<file path="src/rtl/met_pkg.sv">
// Shared types, constants and the saturation helper of the escape-time unit.
package met_pkg;

    localparam int COORD_BITS_DEF  = 12;
    localparam int FRAC_BITS_DEF   = 28;
    localparam int QUEUE_DEPTH_DEF = 2;

    localparam int PIXEL_W     = 12;
    localparam int COUNT_W     = 16;
    localparam int WORD_W      = 32;
    localparam int REG_INDEX_W = 3;
    localparam int SAT_IN_W    = 72;

    localparam logic [REG_INDEX_W-1:0] REG_MAX_ITERATION = 3'd0;
    localparam logic [REG_INDEX_W-1:0] REG_ORIGIN_REAL   = 3'd1;
    localparam logic [REG_INDEX_W-1:0] REG_ORIGIN_IMAG   = 3'd2;
    localparam logic [REG_INDEX_W-1:0] REG_STEP_REAL     = 3'd3;
    localparam logic [REG_INDEX_W-1:0] REG_STEP_IMAG     = 3'd4;

    localparam logic        [COUNT_W-1:0] RST_MAX_ITERATION = 16'd256;
    localparam logic signed [WORD_W-1:0]  RST_ORIGIN_REAL   = 32'shC800_0000;
    localparam logic signed [WORD_W-1:0]  RST_ORIGIN_IMAG   = 32'sh0000_0000;
    localparam logic signed [WORD_W-1:0]  RST_STEP_REAL     = 32'sh0000_0000;
    localparam logic signed [WORD_W-1:0]  RST_STEP_IMAG     = 32'sh0000_0000;

    localparam logic signed [WORD_W-1:0] WORD_MAX = 32'sh7FFF_FFFF;
    localparam logic signed [WORD_W-1:0] WORD_MIN = 32'sh8000_0000;

    typedef struct packed {
        logic [PIXEL_W-1:0] pixel_x;
        logic [PIXEL_W-1:0] pixel_y;
    } t_pixel;

    typedef struct packed {
        logic [COUNT_W-1:0] iteration_count;
        logic               inside_set;
    } t_result;

    typedef struct packed {
        logic [REG_INDEX_W-1:0] index;
        logic [WORD_W-1:0]      value;
    } t_cfg_beat;

    typedef struct packed {
        logic        [COUNT_W-1:0] max_iteration;
        logic signed [WORD_W-1:0]  origin_real;
        logic signed [WORD_W-1:0]  origin_imag;
        logic signed [WORD_W-1:0]  step_real;
        logic signed [WORD_W-1:0]  step_imag;
    } t_cfg;

    typedef struct packed {
        logic signed [WORD_W-1:0] c_real;
        logic signed [WORD_W-1:0] c_imag;
        logic                     sat;
    } t_point;

    typedef struct packed {
        logic                     sat;
        logic signed [WORD_W-1:0] value;
    } t_sat;

    function automatic t_sat sat_word(input logic signed [SAT_IN_W-1:0] v);
        t_sat                       r;
        logic signed [SAT_IN_W-1:0] hi;
        logic signed [SAT_IN_W-1:0] lo;
        hi = SAT_IN_W'(WORD_MAX);
        lo = SAT_IN_W'(WORD_MIN);
        if (v > hi) begin
            r.sat   = 1'b1;
            r.value = WORD_MAX;
        end else if (v < lo) begin
            r.sat   = 1'b1;
            r.value = WORD_MIN;
        end else begin
            r.sat   = 1'b0;
            r.value = v[WORD_W-1:0];
        end
        return r;
    endfunction

endpackage

</file>
<file path="src/rtl/met_regs.sv">
// Configuration register file written through the configuration channel.
module met_regs (
    input  logic                i_clk,
    input  logic                i_rst_n,
    input  logic                i_valid,
    output logic                o_ready,
    input  met_pkg::t_cfg_beat  i_beat,
    output met_pkg::t_cfg       o_cfg
);
    import met_pkg::*;

    t_cfg r_cfg;

    assign o_ready = 1'b1;
    assign o_cfg   = r_cfg;

    always_ff @(posedge i_clk) begin
        if (!i_rst_n) begin
            r_cfg.max_iteration <= RST_MAX_ITERATION;
            r_cfg.origin_real   <= RST_ORIGIN_REAL;
            r_cfg.origin_imag   <= RST_ORIGIN_IMAG;
            r_cfg.step_real     <= RST_STEP_REAL;
            r_cfg.step_imag     <= RST_STEP_IMAG;
        end else if (i_valid) begin
            unique case (i_beat.index)
                REG_MAX_ITERATION: r_cfg.max_iteration <= i_beat.value[COUNT_W-1:0];
                REG_ORIGIN_REAL:   r_cfg.origin_real   <= i_beat.value;
                REG_ORIGIN_IMAG:   r_cfg.origin_imag   <= i_beat.value;
                REG_STEP_REAL:     r_cfg.step_real     <= i_beat.value;
                REG_STEP_IMAG:     r_cfg.step_imag     <= i_beat.value;
                default: begin
                end
            endcase
        end
    end

endmodule

</file>
<file path="config.mk">
export PLATFORM = sky130hd
export DESIGN_NAME = met_regs
export DESIGN_NICKNAME = d
export VERILOG_FILES = /design/src/rtl/met_pkg.sv /design/src/rtl/met_regs.sv
export SDC_FILE = /design/constraint.sdc
export NUM_CORES = 1
export LEC_CHECK = 0
export CAP_MARGIN = 40
export CORE_ASPECT_RATIO = 0.75
export CORE_MARGIN = 1
export CORE_UTILIZATION = 30
export CTS_CLUSTER_DIAMETER = 50
export DETAILED_ROUTE_END_ITERATION = 10
export DONT_BUFFER_PORTS = 1
export GPL_ROUTABILITY_DRIVEN = 1
export HOLD_SLACK_MARGIN = 0.03
export PLACE_DENSITY = 0.47
export REMOVE_ABC_BUFFERS = 1
export SYNTH_ARGS = -nofsm -noshare
export SYNTH_HDL_FRONTEND = slang
export SYNTH_SLANG_ARGS = --single-unit
</file>
<file path="constraint.sdc">
create_clock -name i_clk -period 1.5 [get_ports i_clk]
set_clock_uncertainty 0.2 [all_clocks]
set_input_delay 0.075 -clock i_clk [delete_from_list [all_inputs] [get_ports i_clk]]
set_output_delay 0.075 -clock i_clk [all_outputs]
set_load 0.05 [all_outputs]
</file>
==> metrics.yaml, run 1 <==
rows: 41
synth-simple-area-share_pct: 14.2
syn_inst: 512
firstError: "[ERROR RSZ-0060] Max buffer count reached."
ctsResizeCount: 0
netlist.area_leader.share_pct: 53.8
io_pins: 183
postCtsSetupRepairBufs: 0
initial_core_util_pct: 31.3
io_buffers: 0
cts_hold_buffers: 179
synth_mux_area_share_pct: 26.9
fp.dieW_um: 156
synth_fa_ha_area_share_pct: 0
synthDistinctLibCells: 14
synth_area_leaders: "dfxtp_1 (54%), mux2i_1 (27%), nand2_1 (12%), buf_6 (2.1%), buf_2 (1.5%)"
place_ws_ps: 300
cts.sinks: 144
gp_congestion: 0.695
yosysSeqAreaShare_pct: 53.8
yosysTopAreaCell: "dfxtp_1"
dp.cells: 859
synth-xor-area-share_pct: 0
root_buffer: "clkbuf_16"
syn_area_um2: 5360
synth_compound_area_share_pct: 0
status: "stopped before the end"
cts_max_level: 4
clk_path_buf_depth: 2
synth_seq_cells: 144
avgSynthCellArea_um2: 10.5
post-dp-hpwl_um: 8710
synth_top_family_by_area: "multiplexers"
cts_made_buffers: 17
die_h_um: 118
ys_warn_count: 0
lastStage: "clock tree synthesis (4_1_cts)"
[cell usage after synthesis]
master and instances:
and4bb_1 1, buf_2 16, buf_4 5, buf_6 10
buf_8 1, clkbuf_1 6, conb_1 1, dfxtp_1 144
mux2i_1 144, nand2_1 172, nand4b_2 1, nand4bb_1 2
nor2b_1 8, nor4b_2 1
[kinds of logic after synthesis]
| logic type | after synthesis |
|---|---|
| flops | 144 |
| buf+inv | 38 |
| other cells | 1 |
| mux | 144 |
| simple gates | 185 |
[stage by stage]
stage                     setup TNS [ps]  area [um^2]
after detailed placement               0         6620
after global placement                 0         6620
after floorplan                   -72220         5090
==> run 2: changes to the inputs <==
--- a/config.mk
+++ b/config.mk
@@ -6,15 +6,12 @@
 export NUM_CORES = 1
 export LEC_CHECK = 0
 export CAP_MARGIN = 40
-export CORE_ASPECT_RATIO = 0.75
 export CORE_MARGIN = 1
-export CORE_UTILIZATION = 30
-export CTS_CLUSTER_DIAMETER = 50
+export CORE_UTILIZATION = 20
 export DETAILED_ROUTE_END_ITERATION = 10
 export DONT_BUFFER_PORTS = 1
 export GPL_ROUTABILITY_DRIVEN = 1
-export HOLD_SLACK_MARGIN = 0.03
-export PLACE_DENSITY = 0.47
+export PLACE_DENSITY_LB_ADDON = 0.15
 export REMOVE_ABC_BUFFERS = 1
 export SYNTH_ARGS = -nofsm -noshare
 export SYNTH_HDL_FRONTEND = slang
==> run 2 against run 1 <==
Compared with the run above:
- the flow now finishes, with violations (DRC, hold timing)
- synthesized cell count is the same
- area after synthesis unchanged
==> metrics.yaml, run 2 <==
status: "complete, but fails checks"
failed_checks: "DRC, hold timing"
place_ws_ps: 222
largest_reg_flops: 144
grt_antenna_before_repair: 1
grt_pass1_wl_um: 28800
syn_to_final_growth_pct: 73.5
setup_ws_ps: 92.0
vias_per_cell: 4.13
synth_seq_cells: 144
cts_tree: "built"
crit_required_ps: 1640
finalInstanceArea_um2: 9290
drtPass1Iterations: 7
final_cell_mix: "dlygate4sd3_1 (186), nand2_1 (172), mux2i_1 (144), dfxtp_1 (144), buf_4 (144)"
yosysTopAreaCell: "dfxtp_1"
ys_async_sr_fraction_pct: 0
setup_violations: 0
cts_hold_buffers: 188
drtAntennaViolNets: 0
grt_overflow_total: 0
fillers: 2633
use_met2_pct: 22.5
fin_nets: 869
avgSynthCellArea_um2: 10.5
routed-via-count: 4869
io_pins: 183
final_core_util_pct: 35.6
cp_max_fo: 9
synth_edf_count: 0
dieArea_um2: 27400
maxSlewViolCount: 0
yosys-top-cells-count: "nand2_1 (172), dfxtp_1 (144), mux2i_1 (144)"
start_kind: "input port"
cp.arrival_ps: 1550
fp.dieW_um: 166
netlist.area_leader.share_pct: 53.8
worstSetupPathType: "input port to flip-flop"
rows: 59
cts_max_level: 4
synthFlopType: "dfxtp_1"
cp_slowest_cell: "dlygate4sd3_1"
drtIter0Drc: 208
routed_wl_um: 18300
yosysMostFrequentCell: "nand2_1"
hold_viol_final: 37
ir_drop_uv: 622
max_freq_ghz: 0.710
period_minus_slack_ps: 1410
cts_made_buffers: 17
post-dp-hpwl_um: 9630
instances_no_fill: 1180
cts.sinks: 144
worstPathCellList: "nand4b_4, dlygate4sd3_1, mux2i_1"
slowest_delay_ps: 1020
grt_usage_pct: 13.5
drc: 22
grt_max_degree: 129
wire_per_inst_um: 15.5
design.core.area_um2: 26100
layout.area.seq_um2: 2880
multiInputGateArea_um2: 2260
syn_inst: 512
yosysSeqAreaShare_pct: 53.8
worst_setup_path_end_kind: "flip-flop"
worst_pin_slew_ps: 666
finalCritPeriodShare_pct: 93.9
dp.cells: 959
met1_usage_pct: 17.1
clk_path_buf_depth: 2
layout_commonest_cell: "dlygate4sd3_1"
syn_area_um2: 5360
root_buffer: "clkbuf_16"
ctsResizeCount: 0
layout-drive-gt1-share_pct: 22.0
use_met3_pct: 4.16
relSlewSlack_pct: 55.4
worst_hold_slack_ps: -157
die_h_um: 166
gp_congestion: 0.697
leakage_nw: 4.02
initial_core_util_pct: 20.5
synth_area_leaders: "dfxtp_1 (54%), mux2i_1 (27%), nand2_1 (12%), buf_6 (2.1%), buf_2 (1.5%)"
grt.busiest_layer: "met2"
post_dp_cell_area_um2: 6760
hp-class: "input port to flip-flop"
drv_cap: 0
postCtsSetupRepairBufs: 0
first_global_vias: 5206
io_buffers: 0
insertion_delay_ps: 410
ys_warn_count: 0
synthDistinctLibCells: 14
clkSlewWorstSetupHoldPaths_ps: 60
power.density_nw_per_um2: 1020
==> run 2: layout make-up <==
cell class                 count  area share, %
clock inverter                10           1.71
clock buffer                  22           4.99
antenna                        1         0.0269
timing repair buffer         338           33.5
multi-input combinational    330           24.3
tap                          335           4.51
sequential                   144           31.0
==> run 2: worst paths after layout <==
kind                     startpoint                      end  slack, ps  cells after the start
min reg2reg  o_cfg[12]$_SDFFE_PN0P_   o_cfg[12]$_SDFFE_PN0P_        270                      2
max reg2reg  o_cfg[84]$_SDFFE_PN0P_   o_cfg[84]$_SDFFE_PN0P_        100                      3
min                      i_beat[32]  o_cfg[132]$_SDFFE_PN0P_       -160                      3
max                      i_beat[34]   o_cfg[45]$_SDFFE_PN0P_         90                      3
==> run 2: cell families (layout without fill, tap and decap cells) <==
kind of cell           count (synthesis)  after routing  synth area share (%)
other                                  1              2                0.0700
buffers and inverters                 38            370                  5.00
multiplexers                         144            144                  26.9
flip-flops                           144            144                  53.8
AND/OR/NAND/NOR                      185            185                  14.2
==> run 2: per-layer routing <==
layer  wire length, um  vias to the layer above
li1                  -                     2324
met5                 0                        -
met1              8550                     2421
met4               144                        0
met2              8570                      115
met3              1010                        9
==> run 2: critical path, delay by kind of cell <==
kind,cells,cell delay (ps)
buf+inv,1,1020
simple gates,1,190
mux,1,260
==> run 2: metrics by stage <==
stage	TNS [ps]	total power [mW]
final	0	9.45
after global routing	-2.71	9.85
after CTS	0	9.61
after detailed placement	0	4.77
after global placement	0	4.76
after floorplan	-72220	4.54
==> run 2: where the power goes <==
part	switching (mW)	internal [mW]
sequential	0.0474	3.91
combinational	0.563	0.382
clock	1.67	2.87
total	2.28	7.16
Power figures use the tool's default switching activity.
