===== src/rtl/met_pkg.sv =====
// Shared types, constants and the saturation helper of the escape-time unit.
package met_pkg;

    localparam int COORD_BITS_DEF  = 12;
    localparam int FRAC_BITS_DEF   = 28;
    localparam int QUEUE_DEPTH_DEF = 2;

    localparam int PIXEL_W     = 12;
    localparam int COUNT_W     = 16;
    localparam int WORD_W      = 32;
    localparam int REG_INDEX_W = 3;
    localparam int SAT_IN_W    = 72;

    localparam logic [REG_INDEX_W-1:0] REG_MAX_ITERATION = 3'd0;
    localparam logic [REG_INDEX_W-1:0] REG_ORIGIN_REAL   = 3'd1;
    localparam logic [REG_INDEX_W-1:0] REG_ORIGIN_IMAG   = 3'd2;
    localparam logic [REG_INDEX_W-1:0] REG_STEP_REAL     = 3'd3;
    localparam logic [REG_INDEX_W-1:0] REG_STEP_IMAG     = 3'd4;

    localparam logic        [COUNT_W-1:0] RST_MAX_ITERATION = 16'd256;
    localparam logic signed [WORD_W-1:0]  RST_ORIGIN_REAL   = 32'shC800_0000;
    localparam logic signed [WORD_W-1:0]  RST_ORIGIN_IMAG   = 32'sh0000_0000;
    localparam logic signed [WORD_W-1:0]  RST_STEP_REAL     = 32'sh0000_0000;
    localparam logic signed [WORD_W-1:0]  RST_STEP_IMAG     = 32'sh0000_0000;

    localparam logic signed [WORD_W-1:0] WORD_MAX = 32'sh7FFF_FFFF;
    localparam logic signed [WORD_W-1:0] WORD_MIN = 32'sh8000_0000;

    typedef struct packed {
        logic [PIXEL_W-1:0] pixel_x;
        logic [PIXEL_W-1:0] pixel_y;
    } t_pixel;

    typedef struct packed {
        logic [COUNT_W-1:0] iteration_count;
        logic               inside_set;
    } t_result;

    typedef struct packed {
        logic [REG_INDEX_W-1:0] index;
        logic [WORD_W-1:0]      value;
    } t_cfg_beat;

    typedef struct packed {
        logic        [COUNT_W-1:0] max_iteration;
        logic signed [WORD_W-1:0]  origin_real;
        logic signed [WORD_W-1:0]  origin_imag;
        logic signed [WORD_W-1:0]  step_real;
        logic signed [WORD_W-1:0]  step_imag;
    } t_cfg;

    typedef struct packed {
        logic signed [WORD_W-1:0] c_real;
        logic signed [WORD_W-1:0] c_imag;
        logic                     sat;
    } t_point;

    typedef struct packed {
        logic                     sat;
        logic signed [WORD_W-1:0] value;
    } t_sat;

    function automatic t_sat sat_word(input logic signed [SAT_IN_W-1:0] v);
        t_sat                       r;
        logic signed [SAT_IN_W-1:0] hi;
        logic signed [SAT_IN_W-1:0] lo;
        hi = SAT_IN_W'(WORD_MAX);
        lo = SAT_IN_W'(WORD_MIN);
        if (v > hi) begin
            r.sat   = 1'b1;
            r.value = WORD_MAX;
        end else if (v < lo) begin
            r.sat   = 1'b1;
            r.value = WORD_MIN;
        end else begin
            r.sat   = 1'b0;
            r.value = v[WORD_W-1:0];
        end
        return r;
    endfunction

endpackage


===== src/rtl/met_front.sv =====
// Front end: takes a pixel beat and forms the saturated point c with its saturation flag.
module met_front #(
    parameter int COORD_BITS = met_pkg::COORD_BITS_DEF
) (
    input  logic            i_clk,
    input  logic            i_rst_n,
    input  logic            i_valid,
    output logic            o_ready,
    input  met_pkg::t_pixel i_pixel,
    input  met_pkg::t_cfg   i_cfg,
    output logic            o_push,
    input  logic            i_q_ready,
    output met_pkg::t_point o_point
);
    import met_pkg::*;

    localparam int XW = (COORD_BITS < PIXEL_W) ? COORD_BITS : PIXEL_W;
    localparam int PW = XW + WORD_W + 1;

    logic                 r_valid;
    logic [XW-1:0]        r_x;
    logic [XW-1:0]        r_y;
    logic signed [PW-1:0] prod_re;
    logic signed [PW-1:0] prod_im;
    t_sat                 sat_re;
    t_sat                 sat_im;

    assign o_ready = !r_valid || i_q_ready;
    assign o_push  = r_valid;

    assign prod_re = $signed({1'b0, r_x}) * $signed(i_cfg.step_real);
    assign prod_im = $signed({1'b0, r_y}) * $signed(i_cfg.step_imag);

    always_comb begin
        sat_re = sat_word(SAT_IN_W'(prod_re) + SAT_IN_W'($signed(i_cfg.origin_real)));
        sat_im = sat_word(SAT_IN_W'(prod_im) + SAT_IN_W'($signed(i_cfg.origin_imag)));
        o_point.c_real = sat_re.value;
        o_point.c_imag = sat_im.value;
        o_point.sat    = sat_re.sat || sat_im.sat;
    end

    always_ff @(posedge i_clk) begin
        if (!i_rst_n) begin
            r_valid <= 1'b0;
        end else if (o_ready) begin
            r_valid <= i_valid;
            if (i_valid) begin
                r_x <= i_pixel.pixel_x[XW-1:0];
                r_y <= i_pixel.pixel_y[XW-1:0];
            end
        end
    end

endmodule


===== config.mk =====
export PLATFORM = sky130hd
export DESIGN_NAME = met_front
export DESIGN_NICKNAME = d
export VERILOG_FILES = /design/src/rtl/met_pkg.sv /design/src/rtl/met_front.sv
export SDC_FILE = /design/constraint.sdc
export NUM_CORES = 2
export LEC_CHECK = 0
export BUFFER_PORTS_ARGS = -buffer_cell sky130_fd_sc_hd__buf_2
export CAP_MARGIN = 10
export CORE_UTILIZATION = 58
export DETAILED_ROUTE_END_ITERATION = 8
export MAX_ROUTING_LAYER = met4
export PLACE_DENSITY = 0.8
export SETUP_SLACK_MARGIN = 0.02
export SLEW_MARGIN = 25
export SYNTH_ARGS = -nofsm -noshare
export SYNTH_HDL_FRONTEND = slang
export SYNTH_SLANG_ARGS = --single-unit
export TNS_END_PERCENT = 5

===== constraint.sdc =====
create_clock -name i_clk -period 6.93 [get_ports i_clk]
set_input_delay 0.3465 -clock i_clk [delete_from_list [all_inputs] [get_ports i_clk]]
set_output_delay 0.3465 -clock i_clk [all_outputs]
set_load 0.005 [all_outputs]

==> impl_metrics.xml <==
<?xml version="1.0" encoding="UTF-8"?>
<metrics>
  <group name="sta">
    <metric name="hold_viol_final" unit="">0</metric>
    <metric name="setup_slack_after_layout" unit="ns">-1.29</metric>
    <metric name="drv_slew" unit="">0</metric>
    <metric name="tns" unit="ns">-70.49</metric>
    <metric name="layout_min_cycle_time" unit="ns">8.22</metric>
    <metric name="final_report_setup_violation_count" unit="">65</metric>
    <metric name="timing.final.crit_share" unit="">1.19</metric>
    <metric name="slew_at_the_pin_closest_to_its_max_slew_limit" unit="ns">1.00</metric>
    <metric name="grt_setup_unrepaired" unit="">true</metric>
    <metric name="slew_headroom" unit="">0.331</metric>
    <metric name="max_freq" unit="MHz">122</metric>
    <metric name="final.setup_skew" unit="ns">0.00521</metric>
  </group>
  <group name="layout">
    <metric name="postLayoutCellArea" unit="µm²">38600</metric>
    <metric name="nFillCells" unit="">3798</metric>
    <metric name="layout_cell_share_with_drive_strength_beyond_1" unit="">0.229</metric>
    <metric name="fin_nets" unit="">5386</metric>
    <metric name="layout.cells.non_filler" unit="">4937</metric>
    <metric name="final_util" unit="">0.718</metric>
    <metric name="syn_to_final_growth" unit="%">22.4</metric>
  </group>
  <group name="die">
    <metric name="ioPinCount" unit="">239</metric>
    <metric name="die_area" unit="µm²">55300</metric>
    <metric name="die_height" unit="µm">235</metric>
    <metric name="core_area" unit="µm²">53700</metric>
    <metric name="die_width" unit="µm">235</metric>
    <metric name="initial_core_util" unit="">0.587</metric>
    <metric name="floorplan.rows" unit="">85</metric>
  </group>
  <group name="setup_path">
    <metric name="cp_slowest_stage_delay" unit="ns">0.57</metric>
    <metric name="critical_path.slowest_cell" unit="">fa_1</metric>
    <metric name="rr_startpoint" unit="">o_push$_SDFFE_PN0P_</metric>
    <metric name="rr_endpoint" unit="">r_y[8]$_DFFE_PP_</metric>
    <metric name="cp_endpoint_kind" unit="">output port</metric>
    <metric name="setup.reg_to_reg.worst_slack" unit="ns">5.22</metric>
    <metric name="peak_fanout_along_the_critical_path" unit="">7</metric>
    <metric name="critical_path.startpoint_type" unit="">register</metric>
    <metric name="timing.critical_path.required" unit="ns">6.58</metric>
    <metric name="crit_path_frequent_cell" unit="">fa_1</metric>
    <metric name="critPathKind" unit="">register to output port</metric>
    <metric name="timing.reg2reg.worst_path_depth" unit="">2</metric>
    <metric name="cp_data_arrival_time" unit="ns">7.87</metric>
  </group>
  <group name="routing">
    <metric name="detail_route.first_pass.iterations" unit="">6</metric>
    <metric name="routed_wirelength" unit="µm">91300</metric>
    <metric name="route.detailed.drc" unit="">0</metric>
    <metric name="final_antenna_violating_net_count" unit="">0</metric>
    <metric name="route.detailed.wl_per_inst" unit="µm">18.5</metric>
    <metric name="dr.first_iter.drc_count" unit="">1797</metric>
    <metric name="num_vias" unit="">26900</metric>
    <metric name="drt-vias-per-instance" unit="">5.45</metric>
  </group>
  <group name="clocking">
    <metric name="clock-root-buffer" unit="">clkbuf_16</metric>
    <metric name="clock_tree.htree_level_count" unit="">1</metric>
    <metric name="cts_num_sinks" unit="">25</metric>
    <metric name="cts_tree" unit="">built</metric>
    <metric name="path_clk_slew" unit="ns">0.10</metric>
    <metric name="cts_hold_buf" unit="">0</metric>
    <metric name="number_of_buffers_created_by_cts" unit="">3</metric>
    <metric name="clockBufferDepth" unit="">2</metric>
    <metric name="later_pin_clock_latency_in_the_skew_report" unit="ns">0.30</metric>
  </group>
  <group name="yosys">
    <metric name="synth-async-reset-ratio" unit="">0</metric>
    <metric name="synth_sequential_area_ratio" unit="">0.0235</metric>
    <metric name="synthesis.area" unit="µm²">31500</metric>
    <metric name="ys.warnings.count" unit="">0</metric>
    <metric name="synthesis.nets" unit="">4786</metric>
    <metric name="post_synth_inst_count" unit="">3636</metric>
    <metric name="synth-edff-count" unit="">24</metric>
    <metric name="postSynth.topFlopCell" unit="">edfxtp_1</metric>
    <metric name="ys_types" unit="">81</metric>
    <metric name="synth.ff_latch_count" unit="">25</metric>
    <metric name="synth.avg_cell_area" unit="µm²">8.67</metric>
  </group>
  <group name="global_route">
    <metric name="grt.overflow.total" unit="">0</metric>
    <metric name="grt_antenna_before_repair" unit="">8</metric>
    <metric name="vias_in_the_first_global_route" unit="">30000</metric>
    <metric name="wire_length_of_the_first_global_routing_pass" unit="µm">149000</metric>
    <metric name="grt_max_degree" unit="">25</metric>
    <metric name="grt_util_all_layers" unit="">0.352</metric>
  </group>
  <group name="outcome">
    <metric name="failed_checks" unit="">setup timing</metric>
    <metric name="outcome" unit="">complete, but fails checks</metric>
  </group>
  <group name="place">
    <metric name="detailedPlacementHpwl" unit="µm">76300</metric>
    <metric name="port_buffer_count" unit="">222</metric>
    <metric name="place_area" unit="µm²">37300</metric>
    <metric name="gp_congestion" unit="">0.962</metric>
    <metric name="placed_cells" unit="">4893</metric>
  </group>
  <group name="worst_hold_path">
    <metric name="hold_class" unit="">primary input to register</metric>
    <metric name="min_path_cells" unit="">1</metric>
    <metric name="worst_hold_startpoint" unit="">i_pixel[22]</metric>
    <metric name="hold-path-endpoint" unit="">r_x[10]$_DFFE_PP_</metric>
  </group>
  <group name="run">
    <metric name="max-cap-violations" unit="">0</metric>
  </group>
</metrics>
-- routing by layer --
metal	part of all wire	global-route usage
met1	0.35	0.398
met2	0.51	0.617
met3	0.076	0.0524
met4	0.056	0.158
met5	0	-
-- state kept, by name (all words and copies together) (netlist names) --
register and cells:
r_y 12, o_push 1, r_x 12
-- through the flow --
step           setup WS (ns)  hold WS [ns]
2_1_floorplan         -0.165         0.445
3_3_place_gp          -0.723         0.508
3_5_place_dp          -0.914         0.525
4_1_cts                -1.10         0.210
5_1_grt                -1.45         0.208
6_report               -1.29         0.210
-- cells in the final DEF, fill, tap and decap left out, types with 11 or more instances in the layout --
master,count
a21o_1,63
a21oi_1,92
a21oi_2,23
and2_1,345
and2_4,13
buf_12,39
buf_2,223
buf_4,492
edfxtp_1,24
fa_1,757
ha_1,188
ha_4,25
inv_1,943
nand2_1,488
nand2b_1,16
nand3_1,18
nand4_1,26
nor2_1,52
o211ai_1,13
o21a_1,11
o21ai_0,54
o21ai_2,28
xnor2_1,49
xor2_1,31
-- area by class of cell --
class	instances	area, µm²	area share
Inverter	952	3570	0.0927
Sequential cell	25	741	0.0192
Tap cell	696	871	0.0226
Multi-Input combinational cell	2482	27400	0.710
Antenna cell	6	15.0	0.000389
Clock buffer	4	78.8	0.00204
Timing Repair Buffer	772	5890	0.153
-- logic make-up (layout without fill, tap and decap cells) --
kind of cell,count (synthesis),after routing,share of synthesized area
flops,25,25,0.0235
other cells,0,6,0
simple gates,1030,1030,0.161
xor+xnor,90,90,0.0250
compound gates,383,384,0.0830
buf+inv,1130,1728,0.137
fa+ha+maj,978,978,0.570
-- critical path: cells and delay by family, from the launching register on --
family          cells  cell delay [ns]
fa+ha+maj           7             3.35
compound gates      5             1.17
buf+inv            13             1.55
simple gates        6             0.92
xor+xnor            1             0.12
flops               1             0.43
-- timing repair --
action / 4_1_cts / 5_1_grt
pin swaps: 36 / 41
endpoints found under the setup margin: 65 / 65
gates cloned: 6 / 3
setup buffers: 11 / 17
gates resized for setup: 82 / 59
-- Yosys cell counts (3+ instances only) --
| library cell | count | area [µm²] |
|---|---|---|
| nor2_1 | 56 | 210 |
| nand2b_1 | 16 | 100 |
| a41oi_1 | 5 | 43.8 |
| o21ai_2 | 24 | 210 |
| nand4_1 | 26 | 163 |
| a211o_1 | 4 | 35.0 |
| a21o_1 | 63 | 473 |
| xnor2_1 | 57 | 499 |
| clkbuf_1 | 156 | 586 |
| nor3_1 | 13 | 65.1 |
| nor2b_1 | 8 | 50.1 |
| o211ai_1 | 13 | 97.6 |
| buf_2 | 9 | 45.0 |
| a21oi_2 | 9 | 78.8 |
| buf_4 | 4 | 30.0 |
| edfxtp_1 | 24 | 721 |
| a21oi_1 | 106 | 531 |
| a211oi_1 | 9 | 67.6 |
| buf_6 | 6 | 67.6 |
| nor4_1 | 7 | 43.8 |
| o21ai_0 | 66 | 330 |
| fa_1 | 764 | 15300 |
| nand2_1 | 494 | 1850 |
| a21o_2 | 3 | 26.3 |
| nand3_1 | 19 | 95.1 |
| a31oi_1 | 15 | 93.8 |
| xor2_1 | 33 | 289 |
| inv_1 | 952 | 3570 |
| o21ai_1 | 3 | 15.0 |
| o21bai_1 | 10 | 75.1 |
| and3_1 | 7 | 43.8 |
| ha_1 | 214 | 2680 |
| o21a_1 | 11 | 82.6 |
| or3_1 | 7 | 43.8 |
| and2_1 | 358 | 2240 |
| a31o_2 | 4 | 35.0 |
| a2111oi_0 | 4 | 35.0 |
-- worst max path at each step --
stage,from,to,slack (ns),cells past startpoint
after detailed placement,r_x[1]$_DFFE_PP_,o_point[44],-0.91,29
final,r_x[3]$_DFFE_PP_,o_point[42],-1.29,32
after floorplan,r_x[1]$_DFFE_PP_,o_point[33],-0.16,26
after global routing,r_x[3]$_DFFE_PP_,o_point[43],-1.45,32
after CTS,r_y[1]$_DFFE_PP_,o_point[8],-1.10,28
after global placement,r_x[2]$_DFFE_PP_,o_point[44],-0.72,29
Power is left out: the tool's default activity adds up to more than one toggle a clock period on the data nets, which glitch-free logic cannot reach.
