File: src/rtl/met_pkg.sv
// Shared types, constants and the saturation helper of the escape-time unit.
package met_pkg;

    localparam int COORD_BITS_DEF  = 12;
    localparam int FRAC_BITS_DEF   = 28;
    localparam int QUEUE_DEPTH_DEF = 2;

    localparam int PIXEL_W     = 12;
    localparam int COUNT_W     = 16;
    localparam int WORD_W      = 32;
    localparam int REG_INDEX_W = 3;
    localparam int SAT_IN_W    = 72;

    localparam logic [REG_INDEX_W-1:0] REG_MAX_ITERATION = 3'd0;
    localparam logic [REG_INDEX_W-1:0] REG_ORIGIN_REAL   = 3'd1;
    localparam logic [REG_INDEX_W-1:0] REG_ORIGIN_IMAG   = 3'd2;
    localparam logic [REG_INDEX_W-1:0] REG_STEP_REAL     = 3'd3;
    localparam logic [REG_INDEX_W-1:0] REG_STEP_IMAG     = 3'd4;

    localparam logic        [COUNT_W-1:0] RST_MAX_ITERATION = 16'd256;
    localparam logic signed [WORD_W-1:0]  RST_ORIGIN_REAL   = 32'shC800_0000;
    localparam logic signed [WORD_W-1:0]  RST_ORIGIN_IMAG   = 32'sh0000_0000;
    localparam logic signed [WORD_W-1:0]  RST_STEP_REAL     = 32'sh0000_0000;
    localparam logic signed [WORD_W-1:0]  RST_STEP_IMAG     = 32'sh0000_0000;

    localparam logic signed [WORD_W-1:0] WORD_MAX = 32'sh7FFF_FFFF;
    localparam logic signed [WORD_W-1:0] WORD_MIN = 32'sh8000_0000;

    typedef struct packed {
        logic [PIXEL_W-1:0] pixel_x;
        logic [PIXEL_W-1:0] pixel_y;
    } t_pixel;

    typedef struct packed {
        logic [COUNT_W-1:0] iteration_count;
        logic               inside_set;
    } t_result;

    typedef struct packed {
        logic [REG_INDEX_W-1:0] index;
        logic [WORD_W-1:0]      value;
    } t_cfg_beat;

    typedef struct packed {
        logic        [COUNT_W-1:0] max_iteration;
        logic signed [WORD_W-1:0]  origin_real;
        logic signed [WORD_W-1:0]  origin_imag;
        logic signed [WORD_W-1:0]  step_real;
        logic signed [WORD_W-1:0]  step_imag;
    } t_cfg;

    typedef struct packed {
        logic signed [WORD_W-1:0] c_real;
        logic signed [WORD_W-1:0] c_imag;
        logic                     sat;
    } t_point;

    typedef struct packed {
        logic                     sat;
        logic signed [WORD_W-1:0] value;
    } t_sat;

    function automatic t_sat sat_word(input logic signed [SAT_IN_W-1:0] v);
        t_sat                       r;
        logic signed [SAT_IN_W-1:0] hi;
        logic signed [SAT_IN_W-1:0] lo;
        hi = SAT_IN_W'(WORD_MAX);
        lo = SAT_IN_W'(WORD_MIN);
        if (v > hi) begin
            r.sat   = 1'b1;
            r.value = WORD_MAX;
        end else if (v < lo) begin
            r.sat   = 1'b1;
            r.value = WORD_MIN;
        end else begin
            r.sat   = 1'b0;
            r.value = v[WORD_W-1:0];
        end
        return r;
    endfunction

endpackage

File: src/rtl/met_queue.sv
// Short point queue between the front end and the iteration engine.
module met_queue #(
    parameter int DEPTH = met_pkg::QUEUE_DEPTH_DEF
) (
    input  logic            i_clk,
    input  logic            i_rst_n,
    input  logic            i_push,
    output logic            o_ready,
    input  met_pkg::t_point i_data,
    output logic            o_valid,
    input  logic            i_pop,
    output met_pkg::t_point o_data
);
    import met_pkg::*;

    localparam int PTR_W = (DEPTH > 1) ? $clog2(DEPTH) : 1;
    localparam int CNT_W = $clog2(DEPTH + 1);

    t_point             r_mem [DEPTH];
    logic [PTR_W-1:0]   r_wr_ptr;
    logic [PTR_W-1:0]   r_rd_ptr;
    logic [CNT_W-1:0]   r_count;
    logic               do_push;
    logic               do_pop;

    assign o_ready = (r_count != CNT_W'(DEPTH));
    assign o_valid = (r_count != '0);
    assign o_data  = r_mem[r_rd_ptr];
    assign do_push = i_push && o_ready;
    assign do_pop  = i_pop && o_valid;

    always_ff @(posedge i_clk) begin
        if (do_push) begin
            r_mem[r_wr_ptr] <= i_data;
        end
    end

    always_ff @(posedge i_clk) begin
        if (!i_rst_n) begin
            r_wr_ptr <= '0;
            r_rd_ptr <= '0;
            r_count  <= '0;
        end else begin
            if (do_push) begin
                r_wr_ptr <= (r_wr_ptr == PTR_W'(DEPTH - 1)) ? '0 : r_wr_ptr + 1'b1;
            end
            if (do_pop) begin
                r_rd_ptr <= (r_rd_ptr == PTR_W'(DEPTH - 1)) ? '0 : r_rd_ptr + 1'b1;
            end
            if (do_push && !do_pop) begin
                r_count <= r_count + 1'b1;
            end else if (do_pop && !do_push) begin
                r_count <= r_count - 1'b1;
            end
        end
    end

endmodule

File: config.mk
export PLATFORM = sky130hd
export DESIGN_NAME = met_queue
export DESIGN_NICKNAME = d
export VERILOG_FILES = /design/src/rtl/met_pkg.sv /design/src/rtl/met_queue.sv
export SDC_FILE = /design/constraint.sdc
export NUM_CORES = 1
export LEC_CHECK = 0
export ABC_AREA = 1
export BUFFER_PORTS_ARGS = -buffer_cell sky130_fd_sc_hd__buf_2
export CORE_MARGIN = 2
export CORE_UTILIZATION = 52
export CTS_BUF_LIST = sky130_fd_sc_hd__clkbuf_8 sky130_fd_sc_hd__clkbuf_16
export CTS_CLUSTER_SIZE = 14
export DETAILED_ROUTE_END_ITERATION = 8
export GPL_ROUTABILITY_DRIVEN = 1
export GPL_TIMING_DRIVEN = 0
export PLACE_DENSITY_LB_ADDON = 0.25
export SYNTH_ARGS = -nofsm -noshare
export SYNTH_HDL_FRONTEND = slang
export SYNTH_SLANG_ARGS = --single-unit
export TNS_END_PERCENT = 10
File: constraint.sdc
create_clock -name i_clk -period 4.45 [get_ports i_clk]
set_input_delay 0.2225 -clock i_clk [delete_from_list [all_inputs] [get_ports i_clk]]
set_output_delay 0.2225 -clock i_clk [all_outputs]
set_load 0.1 [all_outputs]
==> results of run 1 <==
[tightest hold or removal path, delay by kind of cell]
| family | cells | cell delay [ns] |
|---|---|---|
| AND/OR/NAND/NOR | 2 | 0.16 |
| buffers and inverters | 1 | 0.08 |
| AO/OA/AOI/OAI | 1 | 0.16 |
[per-stage QoR]
stage                     hold WS, ns  instances  TNS (ns)  total power, mW
after floorplan                0.3214        239    -13.59            3.533
after global placement         0.4096        507   -102.92            3.793
after detailed placement       0.4138        511         0            3.833
after CTS                      0.1490        609         0            5.160
after global routing           0.1844        609         0            5.297
final                          0.1565        609         0            5.125
[power breakdown]
group / internal (mW) / total [mW] / switching [mW]
registers: 1.61 / 1.66 / 0.0509
clock network: 0.784 / 1.27 / 0.490
logic: 0.504 / 2.19 / 1.69
total: 2.89 / 5.13 / 2.23
[state kept, by name, summed over array words and instances (netlist names), named ones only]
register and flops:
r_wr_ptr 1, r_rd_ptr 1, r_count 2, r_mem 130
[final timing paths]
kind / startpoint / end / slack, ns / cells after the start
max: flop / o_data[12] / 2.41 / 4
min reg2reg: r_rd_ptr$_SDFFE_PN0P_ / r_rd_ptr$_SDFFE_PN0P_ / 0.51 / 2
min: i_pop / r_rd_ptr$_SDFFE_PN0P_ / 0.16 / 4
max reg2reg: r_count[0]$_SDFFE_PN0P_ / r_mem[0][0]$_DFFE_PP_ / 2.69 / 5
[logic make-up after synthesis]
family / Yosys count
adders and majority gates: 1
buffers and inverters: 15
muxes: 65
DFF: 135
and+or+nand+nor: 19
AOI/OAI and AO/OA: 4
[per-layer routing]
| layer | routed length [um] | up-vias | global-route usage (%) |
|---|---|---|---|
| met3 | 500 | 11 | 5.578 |
| met4 | 117 | 0 | 8.401 |
| met5 | 0 | - | 0 |
| met2 | 5507 | 96 | 32.90 |
| li1 | - | 1380 | - |
| met1 | 3573 | 1453 | 18.76 |
[placed cells by master, fill, tap and decap left out, types with 2 or more instances in the layout]
cell             n
clkbuf_16       16
buf_6            6
mux2_4          50
buf_2          136
edfxtp_1       130
nor2_4           2
bufinv_16        2
mux2_2          15
dlygate4sd3_1   66
nor2_1           6
inv_1            8
clkinv_1         5
dfxtp_1          5
nand2_1          9
buf_12           4
clkinvlp_4       6
o21ai_0          2
[what timing repair did]
action                    CTS  global route
hold buffers               66             0
hold endpoints to repair  135             0
buffers inserted            0             0
[area by class of cell]
type,count,area (sq um)
Timing Repair Buffer,205,1416
Inverter,8,30.03
Clock buffer,17,414.1
Multi-Input combinational cell,89,1045
Clock inverter,15,137.6
Tap cell,133,166.4
Sequential cell,135,4004
Buffer,7,72.57
Fill cell,564,2399
==> results.py, run 1 <==
metrics = {
    "drt": {
        "drc": 0,
        "ant_nets": 0,
        "drtIter0Drc": 77,
        "wl_per_cell_um": 15.93,
        "drt-total-wl_um": 9699,
        "firstDrtPassIters": 5,
        "vias": 2940,
        "viasPerCell": 4.828,
    },
    "critical_path": {
        "slowest_delay_ns": 0.34,
        "critPathMostFrequentCell": "buf_6",
        "path_class": "reg -> out",
        "cp_cell_sequence": "buf_6 > buf_6 > mux2_4 > buf_2",
        "critPathBufInv": 3,
        "required_ns": 4.23,
        "arrival_ns": 1.82,
        "start_kind": "flop",
        "crit_fanout": 10,
        "critPathTopFamily": "buffers and inverters",
        "critPathCaptureType": "output port",
        "cpMaxStageDelayCell": "dfxtp_1",
    },
    "power": {
        "cellLeakagePower_nw": 2.891,
        "power-per-cell-area_nw_per_um2": 703.5,
        "vdd_ir_drop_max_v": 0.0005102,
    },
    "die": {
        "die_y_um": 103.4,
        "initial_utilization_pct": 53.04,
        "io_pins": 136,
        "rows": 36,
        "die_x_um": 103.4,
        "coreArea_sq_um": 9684,
        "fp.dieArea_sq_um": 10690,
    },
    "sta": {
        "rsz0062_at_grt": "false",
        "max_slew_margin_pct": 65.16,
        "tightest_slew_ns": 0.5263,
        "hold_viol": 0,
        "fmax_mhz": 489.5,
        "maxSlewViolCount": 0,
        "skew_ns": 0.006932,
        "min_period_over_period_pct": 45.90,
        "worst_slack_ns": 2.407,
        "post-route-min-period_ns": 2.043,
        "finalSetupViolations": 0,
    },
    "synthesis": {
        "synth_nets": 309,
        "synth_top_family_by_area": "multiplexers",
        "synth_edf_count": 130,
        "synthXorXnorAreaFrac_pct": 0,
        "seq_area_frac_synth_pct": 77.95,
        "yosys.area_share.simple_pct": 1.462,
        "syn_inst": 239,
        "synth_area_per_cell_sq_um": 21.49,
        "synth_fa_ha_area_share_pct": 0.2436,
        "yosysWarnings": 0,
        "synth_top_area_cell": "edfxtp_1",
        "synth_most_common_cell": "edfxtp_1",
        "syn_area_sq_um": 5136,
        "yosysTopAreaCellShare_pct": 76.00,
        "ys_ff_latch": 135,
        "synth_compound_area_share_pct": 0.4385,
        "synthFlopType": "edfxtp_1",
        "synth_cell_types": 15,
        "muxShareOfSynthArea_pct": 17.90,
        "yosys-top-cells-count": "130 x edfxtp_1, 50 x mux2_4, 15 x mux2_2",
        "synthTopCellsByArea": "edfxtp_1 76%, mux2_4 15%, mux2_2 3.3%",
        "async_flop_share_pct": 0,
    },
    "clock_tree": {
        "cts_tree": "built",
        "cts_made_buffers": 17,
        "clk_pin_slew_ns": 0.06,
        "root_buffer": "clkbuf_8",
        "cts.path.max_buffers": 2,
        "ctsResizeCount": 0,
        "htreeDepth": 4,
        "clock-sinks": 135,
        "clock_latency_ns": 0.50,
    },
    "placement": {
        "placed_area_sq_um": 6073,
        "port_buffers": 135,
        "place_ws_ns": 2.726,
        "place.gp.congestion": 0.7377,
        "dpl.hpwl_um": 5857,
    },
    "job": {
        "maxCapViolations": 0,
    },
    "grt": {
        "antenna_found_initial": 0,
        "first_global_vias": 3000,
        "grt_pass1_wl_um": 13990,
        "grt_max_degree": 32,
        "track_usage_pct": 18.00,
        "grt_overflow_total": 0,
    },
    "final_layout": {
        "final_core_util_pct": 75.23,
        "final_nets": 533,
        "fin_area_sq_um": 7286,
        "area_growth_pct": 41.85,
        "n_antenna_cell": 0,
        "final_layout_size_suffix_gt1_share_pct": 50.42,
    },
    "run_status": {
        "outcome": "finished, final reports clean",
    },
    "min_path": {
        "hold_path_class": "in -> reg",
    },
}
No activity file was read; power rests on OpenSTA's default activity.
==> run 2, diff against run 1 <==
==> constraint.sdc (replaced) <==
create_clock -name i_clk -period 2.15 [get_ports i_clk]
set_input_delay 0.1075 -clock i_clk [delete_from_list [all_inputs] [get_ports i_clk]]
set_output_delay 0.1075 -clock i_clk [all_outputs]
set_load 0.1 [all_outputs]
==> run 2 against run 1 <==
  * Worst setup slack lost 2.2 ns
  * Core utilization grew 0.19 points
  * Global-route usage shrank 0.86 points
  * Non-clock buffer count grew 1
  * Routed wire length shrank 4.2%
  * Sequential power grew 110%
  * Combinational power grew 110%
  * Critical endpoint is now o_data[59]
==> results.py, run 2 (synthesis results as in run 1) <==
metrics = {
    "run_status": {
        "outcome": "finished, final reports clean",
    },
    "drt": {
        "vias": 2910,
        "drt-total-wl_um": 9296,
        "drtIter0Drc": 123,
        "viasPerCell": 4.770,
        "wl_per_cell_um": 15.24,
        "drc": 0,
        "firstDrtPassIters": 4,
        "ant_nets": 0,
    },
    "die": {
        "die_x_um": 103.4,
        "fp.dieArea_sq_um": 10690,
        "coreArea_sq_um": 9684,
        "io_pins": 136,
        "initial_utilization_pct": 53.04,
        "die_y_um": 103.4,
        "rows": 36,
    },
    "sta": {
        "rsz0062_at_grt": "false",
        "tightest_slew_ns": 0.5056,
        "skew_ns": 0.007316,
        "min_period_over_period_pct": 89.87,
        "post-route-min-period_ns": 1.932,
        "maxSlewViolCount": 0,
        "fmax_mhz": 517.6,
        "max_slew_margin_pct": 66.53,
        "setup_tns_ns": 0,
        "worst_slack_ns": 0.2178,
        "hold_viol": 0,
        "finalSetupViolations": 0,
    },
    "grt": {
        "grt_pass1_wl_um": 13340,
        "first_global_vias": 2909,
        "grt_max_degree": 34,
        "track_usage_pct": 17.13,
        "grt_overflow_total": 0,
        "antenna_found_initial": 0,
    },
    "power": {
        "vdd_ir_drop_max_v": 0.001317,
        "power-per-cell-area_nw_per_um2": 1445,
        "total_power_mw": 10.55,
        "cellLeakagePower_nw": 2.920,
    },
    "critical_path": {
        "required_ns": 2.04,
        "reg2regPathDepth": 5,
        "critPathCaptureType": "output port",
        "r2r_end": "r_mem[1][22]$_DFFE_PP_",
        "crit_fanout": 10,
        "arrival_ns": 1.82,
        "ff2ff_setup_slack_ns": 0.59,
        "path_class": "reg -> out",
        "start_kind": "flop",
        "rr_startpoint": "r_count[0]$_SDFFE_PN0P_",
    },
    "placement": {
        "dpl.hpwl_um": 5467,
        "placed_area_sq_um": 6097,
        "place.gp.congestion": 0.7512,
        "port_buffers": 135,
        "place_ws_ns": 0.6289,
    },
    "clock_tree": {
        "cts_made_buffers": 17,
        "cts.path.max_buffers": 2,
        "cts_tree": "built",
        "clock-sinks": 135,
        "clock_latency_ns": 0.51,
        "htreeDepth": 4,
        "root_buffer": "clkbuf_8",
        "clk_pin_slew_ns": 0.06,
    },
    "min_path": {
        "min_delay_path_depth": 4,
        "hp-start": "i_pop",
        "hold_path_class": "in -> reg",
        "min_to": "r_rd_ptr$_SDFFE_PN0P_",
    },
    "job": {
        "maxCapViolations": 0,
    },
    "final_layout": {
        "area_growth_pct": 42.22,
        "fin_area_sq_um": 7305,
        "reg_top3": "r_mem: 130 flops, r_count: 2 flops",
        "final_layout_size_suffix_gt1_share_pct": 51.15,
        "n_antenna_cell": 0,
        "regMostFlops": "r_mem",
        "mostFrequentLayoutCell": "buf_2",
        "final_nets": 534,
        "final_core_util_pct": 75.43,
        "final_cell_mix": "136 x buf_2, 130 x edfxtp_1, 67 x dlygate4sd3_1, 50 x mux2_4, 16 x clkbuf_16",
        "largest_reg_flops": 130,
    },
}
[run 2: changes by cell type in the layout (fill, tap and decap cells not counted), sizes merged]
cell,before,now
dlygate4sd3,66,67
bufinv,2,1
clkinvlp,6,4
inv,8,12
clkinv,7,4
clkbuf,17,19
[run 2: per-stage QoR]
| step | std cells | hold slack (ns) |
|---|---|---|
| after floorplan | 239 | 0.2064 |
| after global placement | 507 | 0.2941 |
| after detailed placement | 511 | 0.2989 |
| after CTS | 610 | 0.003822 |
| after global routing | 610 | 0.05951 |
| final | 610 | 0.04130 |
[run 2: layout make-up]
class / count / area (sq um)
sequential: 135 / 4004
fill: 577 / 2380
timing repair buffer: 206 / 1426
multi-input combinational: 89 / 1069
clock buffer: 19 / 441.7
tap: 133 / 166.4
clock inverter: 13 / 95.09
buffer: 7 / 72.57
inverter: 8 / 30.03
[run 2: worst max-delay path by stage]
stage,from,end,cells past startpoint
finish,flop,o_data[59],4
floorplan,r_count[0]$_SDFFE_PN0P_,r_mem[0][0]$_DFFE_PP_,4
detailed placement,r_count[0]$_SDFFE_PN0P_,r_mem[1][0]$_DFFE_PP_,5
CTS,flop,o_data[12],4
global placement,r_count[0]$_SDFFE_PN0P_,r_mem[0][0]$_DFFE_PP_,4
global route,flop,o_data[53],4
[run 2: repair_timing]
item	in CTS	in global routing
setup buffers	0	0
gates resized for setup	0	0
hold buffers	67	0
endpoints found under the hold margin	135	0
setup endpoints to repair	0	0
[run 2: worst max-delay path, stage by stage, from the launching register on]
cell and delay, ns:
dfxtp_1 0.33, buf_6 0.17, buf_6 0.20, mux2_4 0.32, buf_2 0.29
[run 2: where the power goes]
part           leakage, nW  total, mW  switching [mW]  internal [mW]
registers             1.25       3.44           0.114           3.32
logic                 1.40       4.55            3.50           1.06
clock network        0.270       2.56           0.997           1.56
total                 2.92       10.6            4.61           5.95
[run 2: per-layer routing]
| layer | GRT usage, % | wire (um) | up-vias |
|---|---|---|---|
| met2 | 29.58 | 4970 | 90 |
| met4 | 8.907 | 165 | 0 |
| met1 | 18.79 | 3661 | 1428 |
| li1 | - | - | 1376 |
| met3 | 5.712 | 499 | 16 |
| met5 | 0 | 0 | - |
